<file path="config.mk">
export PLATFORM = sky130hd
export DESIGN_NAME = two_wire_bus_master_sequencer_top
export DESIGN_NICKNAME = d
export VERILOG_FILES = /design/src/hdl/tbms_pkg.sv /design/src/hdl/tbms_seq.sv /design/src/hdl/two_wire_bus_master_sequencer_top.sv
export SDC_FILE = /design/constraint.sdc
export NUM_CORES = 1
export LEC_CHECK = 0
export ABC_AREA = 1
export ABC_CLOCK_PERIOD_IN_PS = 8050
export BUFFER_PORTS_ARGS = -buffer_cell sky130_fd_sc_hd__buf_2
export CORE_MARGIN = 2
export CORE_UTILIZATION = 66
export DETAILED_ROUTE_END_ITERATION = 8
export MAX_ROUTING_LAYER = met4
export PLACE_DENSITY_LB_ADDON = 0.12
export SLEW_MARGIN = 20
export SYNTH_ARGS = -nofsm -noshare
export SYNTH_HDL_FRONTEND = slang
export SYNTH_HIERARCHICAL = 1
export SYNTH_SLANG_ARGS = --single-unit
</file>
<file path="constraint.sdc">
create_clock -name clk -period 8.05 [get_ports clk]
set_input_delay 2.0125 -clock clk [delete_from_list [all_inputs] [get_ports clk]]
set_output_delay 2.0125 -clock clk [all_outputs]
set_load 0.1 [all_outputs]
</file>
<file path="src/hdl/tbms_pkg.sv">
// shared types and constants for the two-wire bus master sequencer
// transfer structs, configuration layout, command codes and reset values
// no dependencies
package tbms_pkg;

	localparam int CFG_IDX_W = 2;
	localparam int CFG_DATA_W = 8;

	localparam logic [CFG_IDX_W-1:0] CFG_POWER_ON_CLOCKS = 2'd0;
	localparam logic [CFG_IDX_W-1:0] CFG_ACK_TRIES       = 2'd1;
	localparam logic [CFG_IDX_W-1:0] CFG_WAKE_CLOCKS     = 2'd2;

	localparam logic [7:0] RST_POWER_ON_CLOCKS = 8'd15;
	localparam logic [7:0] RST_ACK_TRIES       = 8'd8;
	localparam logic [7:0] RST_WAKE_CLOCKS     = 8'd15;

	localparam logic [3:0] CMD_TICK      = 4'd0;
	localparam logic [3:0] CMD_POWER_ON  = 4'd1;
	localparam logic [3:0] CMD_POWER_OFF = 4'd2;
	localparam logic [3:0] CMD_START     = 4'd3;
	localparam logic [3:0] CMD_STOP      = 4'd4;
	localparam logic [3:0] CMD_WRITE     = 4'd5;
	localparam logic [3:0] CMD_READ      = 4'd6;
	localparam logic [3:0] CMD_ACK_NAK   = 4'd7;
	localparam logic [3:0] CMD_WAKE      = 4'd8;

	typedef struct packed {
		logic [3:0] command;
		logic [7:0] data_byte;
		logic       sda_in;
	} item_t;

	typedef struct packed {
		logic       scl_release;
		logic       sda_release;
		logic       busy_res;
		logic       done_res;
		logic [7:0] read_byte;
		logic [7:0] ack_failures;
	} result_t;

	typedef struct packed {
		logic [7:0] power_on_clocks;
		logic [7:0] ack_tries;
		logic [7:0] wake_clocks;
	} cfg_t;

endpackage

</file>
<file path="src/hdl/tbms_seq.sv">
// bus sequencer state and next-step logic, one pin action per advance
// depends on tbms_pkg
module tbms_seq
	import tbms_pkg::*;
(
	input  logic    clk,
	input  logic    arst_n,
	input  logic    advance,
	input  item_t   item,
	input  cfg_t    cfg,
	output result_t res
);

	typedef enum logic [4:0] {
		PH_IDLE     = 5'd0,
		PH_PON_DH   = 5'd1,
		PH_PON_CL   = 5'd2,
		PH_CYC_LO   = 5'd3,
		PH_CYC_HI   = 5'd4,
		PH_FINAL_CL = 5'd5,
		PH_ST_CL    = 5'd6,
		PH_ST_DH    = 5'd7,
		PH_ST_CH    = 5'd8,
		PH_ST_DL    = 5'd9,
		PH_ST_CL2   = 5'd10,
		PH_SP_CL    = 5'd11,
		PH_SP_DL    = 5'd12,
		PH_SP_CH    = 5'd13,
		PH_SP_DH    = 5'd14,
		PH_W_CL     = 5'd15,
		PH_W_DATA   = 5'd16,
		PH_W_CH     = 5'd17,
		PH_W_CL_ACK = 5'd18,
		PH_W_DH     = 5'd19,
		PH_W_CH_ACK = 5'd20,
		PH_W_SAMPLE = 5'd21,
		PH_R_DH     = 5'd22,
		PH_R_CL     = 5'd23,
		PH_R_CH     = 5'd24,
		PH_R_SAMPLE = 5'd25,
		PH_R_CL2    = 5'd26,
		PH_AK_CL    = 5'd27,
		PH_AK_DATA  = 5'd28,
		PH_AK_CH    = 5'd29,
		PH_WK_DL    = 5'd30
	} step_t;

	step_t      step_q, step_n, cur;
	logic [3:0] cmd_q, cmd_n;
	logic [3:0] bit_q, bit_n;
	logic [7:0] shift_q, shift_n;
	logic [7:0] pulse_q, pulse_n;
	logic [7:0] rep_q, rep_n;
	logic [7:0] try_q, try_n;
	logic       scl_q, scl_n;
	logic       sda_q, sda_n;
	logic [7:0] rd_q, rd_n;
	logic [7:0] fail_q, fail_n;
	logic       done;
	logic       is_wake;
	logic [7:0] tgt;
	logic       start;

	always_comb begin
		step_n  = step_q;
		cmd_n   = cmd_q;
		bit_n   = bit_q;
		shift_n = shift_q;
		pulse_n = pulse_q;
		rep_n   = rep_q;
		try_n   = try_q;
		scl_n   = scl_q;
		sda_n   = sda_q;
		rd_n    = rd_q;
		fail_n  = fail_q;
		done    = 1'b0;

		// a command is taken only while idle; tick-only and unknown codes do nothing
		start = (step_q == PH_IDLE) && (item.command >= CMD_POWER_ON) &&
			(item.command <= CMD_WAKE);
		if (start) begin
			cmd_n   = item.command;
			bit_n   = 4'd0;
			try_n   = 8'd0;
			pulse_n = 8'd0;
			case (item.command)
				CMD_POWER_ON:  step_n = PH_PON_DH;
				CMD_POWER_OFF: step_n = PH_FINAL_CL;
				CMD_START:     step_n = PH_ST_CL;
				CMD_STOP:      step_n = PH_SP_CL;
				CMD_WRITE: begin
					shift_n = item.data_byte;
					step_n  = PH_W_CL;
				end
				CMD_READ: begin
					shift_n = 8'd0;
					step_n  = PH_R_DH;
				end
				CMD_ACK_NAK: begin
					shift_n = {7'd0, |item.data_byte};
					step_n  = PH_AK_CL;
				end
				default: begin
					rep_n  = item.data_byte;
					step_n = PH_WK_DL;
				end
			endcase
		end

		is_wake = (cmd_n == CMD_WAKE);
		tgt     = is_wake ? cfg.wake_clocks : cfg.power_on_clocks;
		cur     = step_n;

		case (cur)
			PH_IDLE: ;
			PH_PON_DH: begin
				sda_n  = 1'b1;
				step_n = PH_PON_CL;
			end
			PH_PON_CL: begin
				scl_n   = 1'b0;
				pulse_n = 8'd0;
				if (tgt != 8'd0) begin
					step_n = PH_CYC_LO;
				end else begin
					step_n = PH_IDLE;
					done   = 1'b1;
				end
			end
			PH_CYC_LO: begin
				scl_n  = 1'b0;
				step_n = PH_CYC_HI;
			end
			PH_CYC_HI: begin
				scl_n   = 1'b1;
				pulse_n = pulse_q + 8'd1;
				if (pulse_n < tgt) begin
					step_n = PH_CYC_LO;
				end else if (is_wake) begin
					step_n = PH_SP_CL;
				end else begin
					step_n = PH_IDLE;
					done   = 1'b1;
				end
			end
			PH_FINAL_CL: begin
				scl_n  = 1'b0;
				step_n = PH_IDLE;
				done   = 1'b1;
			end
			PH_ST_CL: begin
				scl_n  = 1'b0;
				step_n = PH_ST_DH;
			end
			PH_ST_DH: begin
				sda_n  = 1'b1;
				step_n = PH_ST_CH;
			end
			PH_ST_CH: begin
				scl_n  = 1'b1;
				step_n = PH_ST_DL;
			end
			PH_ST_DL: begin
				sda_n  = 1'b0;
				step_n = PH_ST_CL2;
			end
			PH_ST_CL2: begin
				scl_n = 1'b0;
				if (is_wake) begin
					// wake goes on to its clock run, or straight to stop
					pulse_n = 8'd0;
					step_n  = (tgt != 8'd0) ? PH_CYC_LO : PH_SP_CL;
				end else begin
					step_n = PH_IDLE;
					done   = 1'b1;
				end
			end
			PH_SP_CL: begin
				scl_n  = 1'b0;
				step_n = PH_SP_DL;
			end
			PH_SP_DL: begin
				sda_n  = 1'b0;
				step_n = PH_SP_CH;
			end
			PH_SP_CH: begin
				scl_n  = 1'b1;
				step_n = PH_SP_DH;
			end
			PH_SP_DH: begin
				sda_n = 1'b1;
				if (is_wake && rep_q > 8'd1) begin
					rep_n  = rep_q - 8'd1;
					step_n = PH_ST_CL;
				end else begin
					if (is_wake)
						rep_n = 8'd0;
					step_n = PH_IDLE;
					done   = 1'b1;
				end
			end
			PH_W_CL: begin
				scl_n  = 1'b0;
				step_n = PH_W_DATA;
			end
			PH_W_DATA: begin
				sda_n  = shift_n[7];
				step_n = PH_W_CH;
			end
			PH_W_CH: begin
				scl_n   = 1'b1;
				shift_n = {shift_q[6:0], 1'b0};
				bit_n   = bit_q + 4'd1;
				step_n  = (bit_n >= 4'd8) ? PH_W_CL_ACK : PH_W_CL;
			end
			PH_W_CL_ACK: begin
				scl_n  = 1'b0;
				step_n = PH_W_DH;
			end
			PH_W_DH: begin
				sda_n  = 1'b1;
				step_n = PH_W_CH_ACK;
			end
			PH_W_CH_ACK: begin
				scl_n = 1'b1;
				try_n = 8'd0;
				if (cfg.ack_tries == 8'd0) begin
					fail_n = 8'd0;
					step_n = PH_FINAL_CL;
				end else begin
					step_n = PH_W_SAMPLE;
				end
			end
			PH_W_SAMPLE: begin
				sda_n = 1'b1;
				if (!item.sda_in) begin
					fail_n = 8'd0;
					step_n = PH_FINAL_CL;
				end else begin
					try_n = try_q + 8'd1;
					if (try_n >= cfg.ack_tries) begin
						fail_n = try_n;
						step_n = PH_FINAL_CL;
					end
				end
			end
			PH_R_DH: begin
				sda_n  = 1'b1;
				step_n = PH_R_CL;
			end
			PH_R_CL: begin
				scl_n  = 1'b0;
				step_n = PH_R_CH;
			end
			PH_R_CH: begin
				scl_n  = 1'b1;
				step_n = PH_R_SAMPLE;
			end
			PH_R_SAMPLE: begin
				sda_n   = 1'b1;
				shift_n = {shift_q[6:0], item.sda_in};
				step_n  = PH_R_CL2;
			end
			PH_R_CL2: begin
				scl_n = 1'b0;
				bit_n = bit_q + 4'd1;
				if (bit_n >= 4'd8) begin
					rd_n   = shift_q;
					step_n = PH_IDLE;
					done   = 1'b1;
				end else begin
					step_n = PH_R_CL;
				end
			end
			PH_AK_CL: begin
				scl_n  = 1'b0;
				step_n = PH_AK_DATA;
			end
			PH_AK_DATA: begin
				sda_n  = ~(|shift_n);
				step_n = PH_AK_CH;
			end
			PH_AK_CH: begin
				scl_n  = 1'b1;
				step_n = PH_FINAL_CL;
			end
			PH_WK_DL: begin
				sda_n = 1'b0;
				if (rep_n == 8'd0) begin
					step_n = PH_IDLE;
					done   = 1'b1;
				end else begin
					step_n = PH_ST_CL;
				end
			end
			default: step_n = PH_IDLE;
		endcase

		res.scl_release  = scl_n;
		res.sda_release  = sda_n;
		res.busy_res     = (step_n != PH_IDLE);
		res.done_res     = done;
		res.read_byte    = rd_n;
		res.ack_failures = fail_n;
	end

	always_ff @(posedge clk or negedge arst_n) begin
		if (!arst_n) begin
			step_q  <= PH_IDLE;
			cmd_q   <= CMD_TICK;
			bit_q   <= 4'd0;
			shift_q <= 8'd0;
			pulse_q <= 8'd0;
			rep_q   <= 8'd0;
			try_q   <= 8'd0;
			scl_q   <= 1'b1;
			sda_q   <= 1'b1;
			rd_q    <= 8'd0;
			fail_q  <= 8'd0;
		end else if (advance) begin
			step_q  <= step_n;
			cmd_q   <= cmd_n;
			bit_q   <= bit_n;
			shift_q <= shift_n;
			pulse_q <= pulse_n;
			rep_q   <= rep_n;
			try_q   <= try_n;
			scl_q   <= scl_n;
			sda_q   <= sda_n;
			rd_q    <= rd_n;
			fail_q  <= fail_n;
		end
	end

endmodule

</file>
<file path="src/hdl/two_wire_bus_master_sequencer_top.sv">
// top level of the two-wire bus master sequencer: handshakes, config registers,
// result register; depends on tbms_pkg and tbms_seq
//
//   channel  | signals                           | direction
//   ---------+-----------------------------------+----------
//   command  | cmd_valid, cmd_stall, cmd_data    | in
//   result   | res_valid, res_stall, res_data    | out
//   config   | cfg_we, cfg_index, cfg_wdata      | in
//
// one bus tick per command transfer; each transfer's result is registered and shown in the cycle after it
// a new command can be taken every cycle while cmd_stall is low
// the result register lets a command in while the previous result is read out the same cycle
// res_stall holds the result register and stalls the command side only while it is full
// reset releases both bus lines and restores the default config values
module two_wire_bus_master_sequencer_top
	import tbms_pkg::*;
(
	input  logic                  clk,
	input  logic                  arst_n,
	input  logic                  cmd_valid,
	output logic                  cmd_stall,
	input  item_t                 cmd_data,
	output logic                  res_valid,
	input  logic                  res_stall,
	output result_t               res_data,
	input  logic                  cfg_we,
	input  logic [CFG_IDX_W-1:0]  cfg_index,
	input  logic [CFG_DATA_W-1:0] cfg_wdata
);

	cfg_t    cfg_q;
	result_t res_next;
	result_t res_q;
	logic    res_valid_q;
	logic    accept;

	assign cmd_stall = res_valid_q & res_stall;
	assign accept    = cmd_valid & ~cmd_stall;

	tbms_seq u_seq (
		.clk    (clk),
		.arst_n (arst_n),
		.advance(accept),
		.item   (cmd_data),
		.cfg    (cfg_q),
		.res    (res_next)
	);

	always_ff @(posedge clk or negedge arst_n) begin
		if (!arst_n) begin
			cfg_q.power_on_clocks <= RST_POWER_ON_CLOCKS;
			cfg_q.ack_tries       <= RST_ACK_TRIES;
			cfg_q.wake_clocks     <= RST_WAKE_CLOCKS;
		end else if (cfg_we) begin
			case (cfg_index)
				CFG_POWER_ON_CLOCKS: cfg_q.power_on_clocks <= cfg_wdata;
				CFG_ACK_TRIES:       cfg_q.ack_tries       <= cfg_wdata;
				CFG_WAKE_CLOCKS:     cfg_q.wake_clocks     <= cfg_wdata;
				default: ;
			endcase
		end
	end

	always_ff @(posedge clk or negedge arst_n) begin
		if (!arst_n) begin
			res_valid_q <= 1'b0;
		end else if (accept) begin
			res_valid_q <= 1'b1;
		end else if (!res_stall) begin
			res_valid_q <= 1'b0;
		end
	end

	always_ff @(posedge clk) begin
		if (accept)
			res_q <= res_next;
	end

	assign res_valid = res_valid_q;
	assign res_data  = res_q;

endmodule

</file>
==> results.sh <==
export IMPL_start_kind="input port"
export IMPL_dpl_cell_area_mm2=0.007206
export IMPL_synth_cells=905
export IMPL_fmaxAchievable_ghz=0.2046
export IMPL_layout_drive_gt1_share=0.1552
export IMPL_worst_hold_path_type="reg -> reg"
export IMPL_rsz0062_at_grt="no"
export IMPL_fin_setup_tns_ns=0
export IMPL_num_nets_final=984
export IMPL_synth_cell_types=45
export IMPL_num_vias=6327
export IMPL_dp_hpwl_um=12800
export IMPL_hold_viol=0
export IMPL_min_period_ns=4.889
export IMPL_wire_per_inst_um=15.86
export IMPL_worstPathRequired_ns=8.20
export IMPL_dr_pass1_iters=5
export IMPL_ant_nets=0
export IMPL_synth_nets=953
export IMPL_viasPerCell=5.875
export IMPL_slew_headroom=0.4360
export IMPL_grt_overflow=0
export IMPL_syn_area_mm2=0.006964
export IMPL_ctsHoldBuffers=0
export IMPL_cts_resized=0
export IMPL_htreeDepth=3
export IMPL_cpPeakStageDelay_ns=0.39
export IMPL_io_buffers=49
export IMPL_power_mw=2.521
export IMPL_clk_latency_ns=0.39
export IMPL_n_antenna_cell=0
export IMPL_die_w_um=106.7
export IMPL_cts_buffer_depth=2
export IMPL_critPathMaxFanout=21
export IMPL_finalWirelength_um=17080
export IMPL_grt_pass1_wl_um=27950
export IMPL_report_final_slew_viol_count=0
export IMPL_die_area_mm2=0.01139
export IMPL_fin_crit_sh=0.6073
export IMPL_pin_count=50
export IMPL_drv_cap=0
export IMPL_slowest_stage="nand2_1"
export IMPL_power_density_mw_per_mm2=340.5
export IMPL_syn_area_per_cell_um2=7.695
export IMPL_leakage_nw=3.701
export IMPL_grt_usage=0.3202
export IMPL_initial_core_util=0.6776
export IMPL_dp_slack_ns=2.822
export IMPL_gp_congestion=0.9472
export IMPL_cts_clk_slew_worst_paths_ns=0.10
export IMPL_status="finished clean"
export IMPL_setup_ws_ns=3.161
export IMPL_tightest_slew_ns=0.8460
export IMPL_initialDrtViolationCount=569
export IMPL_cts_sinks=108
export IMPL_drc=0
export IMPL_cts_tree="built"
export IMPL_post_cts_buffers=0
export IMPL_yosysWarnings=6
export IMPL_core_mm2=0.01028
export IMPL_setup_viol=0
export IMPL_cp_cell_sequence="buf_2 -> nor2_4 -> nand2_1 -> nand2_1 -> nand3_2 -> nand2_1 -> nand2_1 -> nor2_1 -> nand2_1 -> o21ai_1 -> ha_1 -> a21oi_1 -> nor2_1 -> a211oi_1 -> nand2_1 -> nand2_1 -> nand2_1 -> nor2_1 -> nand3_1"
export IMPL_rows=37
export IMPL_antenna_found_initial=0
export IMPL_cts_root_buf="clkbuf_8"
export IMPL_grt_pass1_vias=5870
export IMPL_cp_end_kind="flop"
export IMPL_peakVddDrop_mv=0.2228
export IMPL_fin_area_mm2=0.007402
export IMPL_arrival_ns=5.04
export IMPL_ys_ff_latch=108
export IMPL_clock_skew_ns=0.009223
export IMPL_cts_made_buffers=9
export IMPL_grt_max_degree=88
export IMPL_worst_path_most_repeated_cell="nand2_1"
export IMPL_die_h_um=106.7
export IMPL_ys_seq_area_frac=0.4044
export IMPL_crit_type="in -> reg"
export IMPL_area_growth_syn_to_layout_pct=6.288
## per-layer routing
metal	wire (µm)	global-route usage	vias up	part of all wire
met5	0	-	-	0
met4	331	0.08349	0	0.019
met3	1013	0.06322	29	0.059
met2	8479	0.5373	234	0.50
met1	7253	0.4007	3001	0.42
li1	-	-	3063	-
## logic make-up after synthesis
group	share of synthesized area
buffers and inverters	0.1035
adders and majority gates	0.03593
DFF	0.4044
AOI/OAI and AO/OA	0.1500
and+or+nand+nor	0.2860
xor gates and xnor gates	0.02012
## state kept, by name (all words and copies together) (netlist names), 4 cells and up
register,cells
u_seq/shift_q,8
u_seq/step_q,5
u_seq/try_q,8
u_seq/rep_q,8
u_seq/pulse_q,8
cfg_q,24
u_seq/fail_q,8
u_seq/rd_q,8
u_seq/cmd_q,4
u_seq/bit_q,4
res_data,20
## synthesized netlist by cell type (all sizes together)
cell      n  area [µm²]
nor3     13       65.06
and2      1       6.260
nand4    35       219.0
buf      17       150.1
a21oi    34       181.4
ha       20       250.2
clkinv    2       7.510
dfrtp    77        1927
o31ai     1       7.510
inv     135       506.7
and3      1       6.260
a221oi    6       52.55
nor4      4       25.02
clkbuf   15       56.30
o32ai     5       43.79
xnor2     1       8.760
a211oi    5       37.54
o211ai    2       15.01
dfstp    11       289.0
o21a      2       15.01
o21ai    91       504.2
nand2   228       910.9
o22ai    11       120.1
nand3    58       330.3
xor2     15       131.4
nor2     85       429.2
edfxtp   20       600.6
o221ai    2       17.52
a31oi     8       50.05
## per-stage QoR
step | util | std cells | hold WS, ns
global route | 0.7202 | 1077 | 0.4911
CTS | 0.7202 | 1077 | 0.4706
detailed placement | 0.7011 | 1061 | 0.4563
floorplan | - | 905 | 0.4419
global placement | 0.7011 | 1061 | 0.4519
finish | 0.7202 | 1077 | 0.4699
## area by class of cell
type / instances / area (µm²)
Multi-Input combinational cell: 628 / 3435
Inverter: 137 / 514.2
Clock inverter: 4 / 30.03
Fill cell: 817 / 2875
Clock buffer: 12 / 166.4
Sequential cell: 108 / 2816
Timing Repair Buffer: 52 / 270.3
Tap cell: 136 / 170.2
## where the power goes
| part | internal, mW | switching (mW) |
|---|---|---|
| clock network | 0.141 | 0.183 |
| registers | 0.752 | 0.110 |
| logic | 0.389 | 0.946 |
| total | 1.28 | 1.24 |
## final timing paths
check / start / end / slack, ns / cells past startpoint
setup / recovery: cmd_data[9] / res_data[17]$_DFFE_PP_ / 3.16 / 19
hold / removal: cfg_q[2]$_DFFE_PN1P_ / cfg_q[2]$_DFFE_PN1P_ / 0.47 / 2
setup reg to reg: u_seq/step_q[1]$_DFFE_PN0P_ / res_data[17]$_DFFE_PP_ / 4.35 / 18
hold reg to reg: cfg_q[2]$_DFFE_PN1P_ / cfg_q[2]$_DFFE_PN1P_ / 0.47 / 2
max in group asynchronous: arst_n / cfg_q[23]$_DFFE_PN0P_ / 5.43 / 2
min in group asynchronous: arst_n / u_seq/shift_q[3]$_DFFE_PN0P_ / 1.58 / 1
## layout by cell type, fill, tap and decap left out, drive strengths merged, types with 12 or more instances in the layout
cell type / n
nand3: 58
buf: 52
xor2: 15
edfxtp: 20
a21oi: 34
dfrtp: 77
ha: 20
clkbuf: 12
nand4: 35
nor3: 13
o21ai: 91
inv: 136
nand2: 228
nor2: 85
## worst max-delay path, delay by kind of cell
kind,cells,cell delay (ns)
fa+ha+maj,1,0.29
simple gates,14,1.89
buf+inv,1,0.14
compound gates,3,0.69
Note: power is estimated with default switching activity, not from simulation.
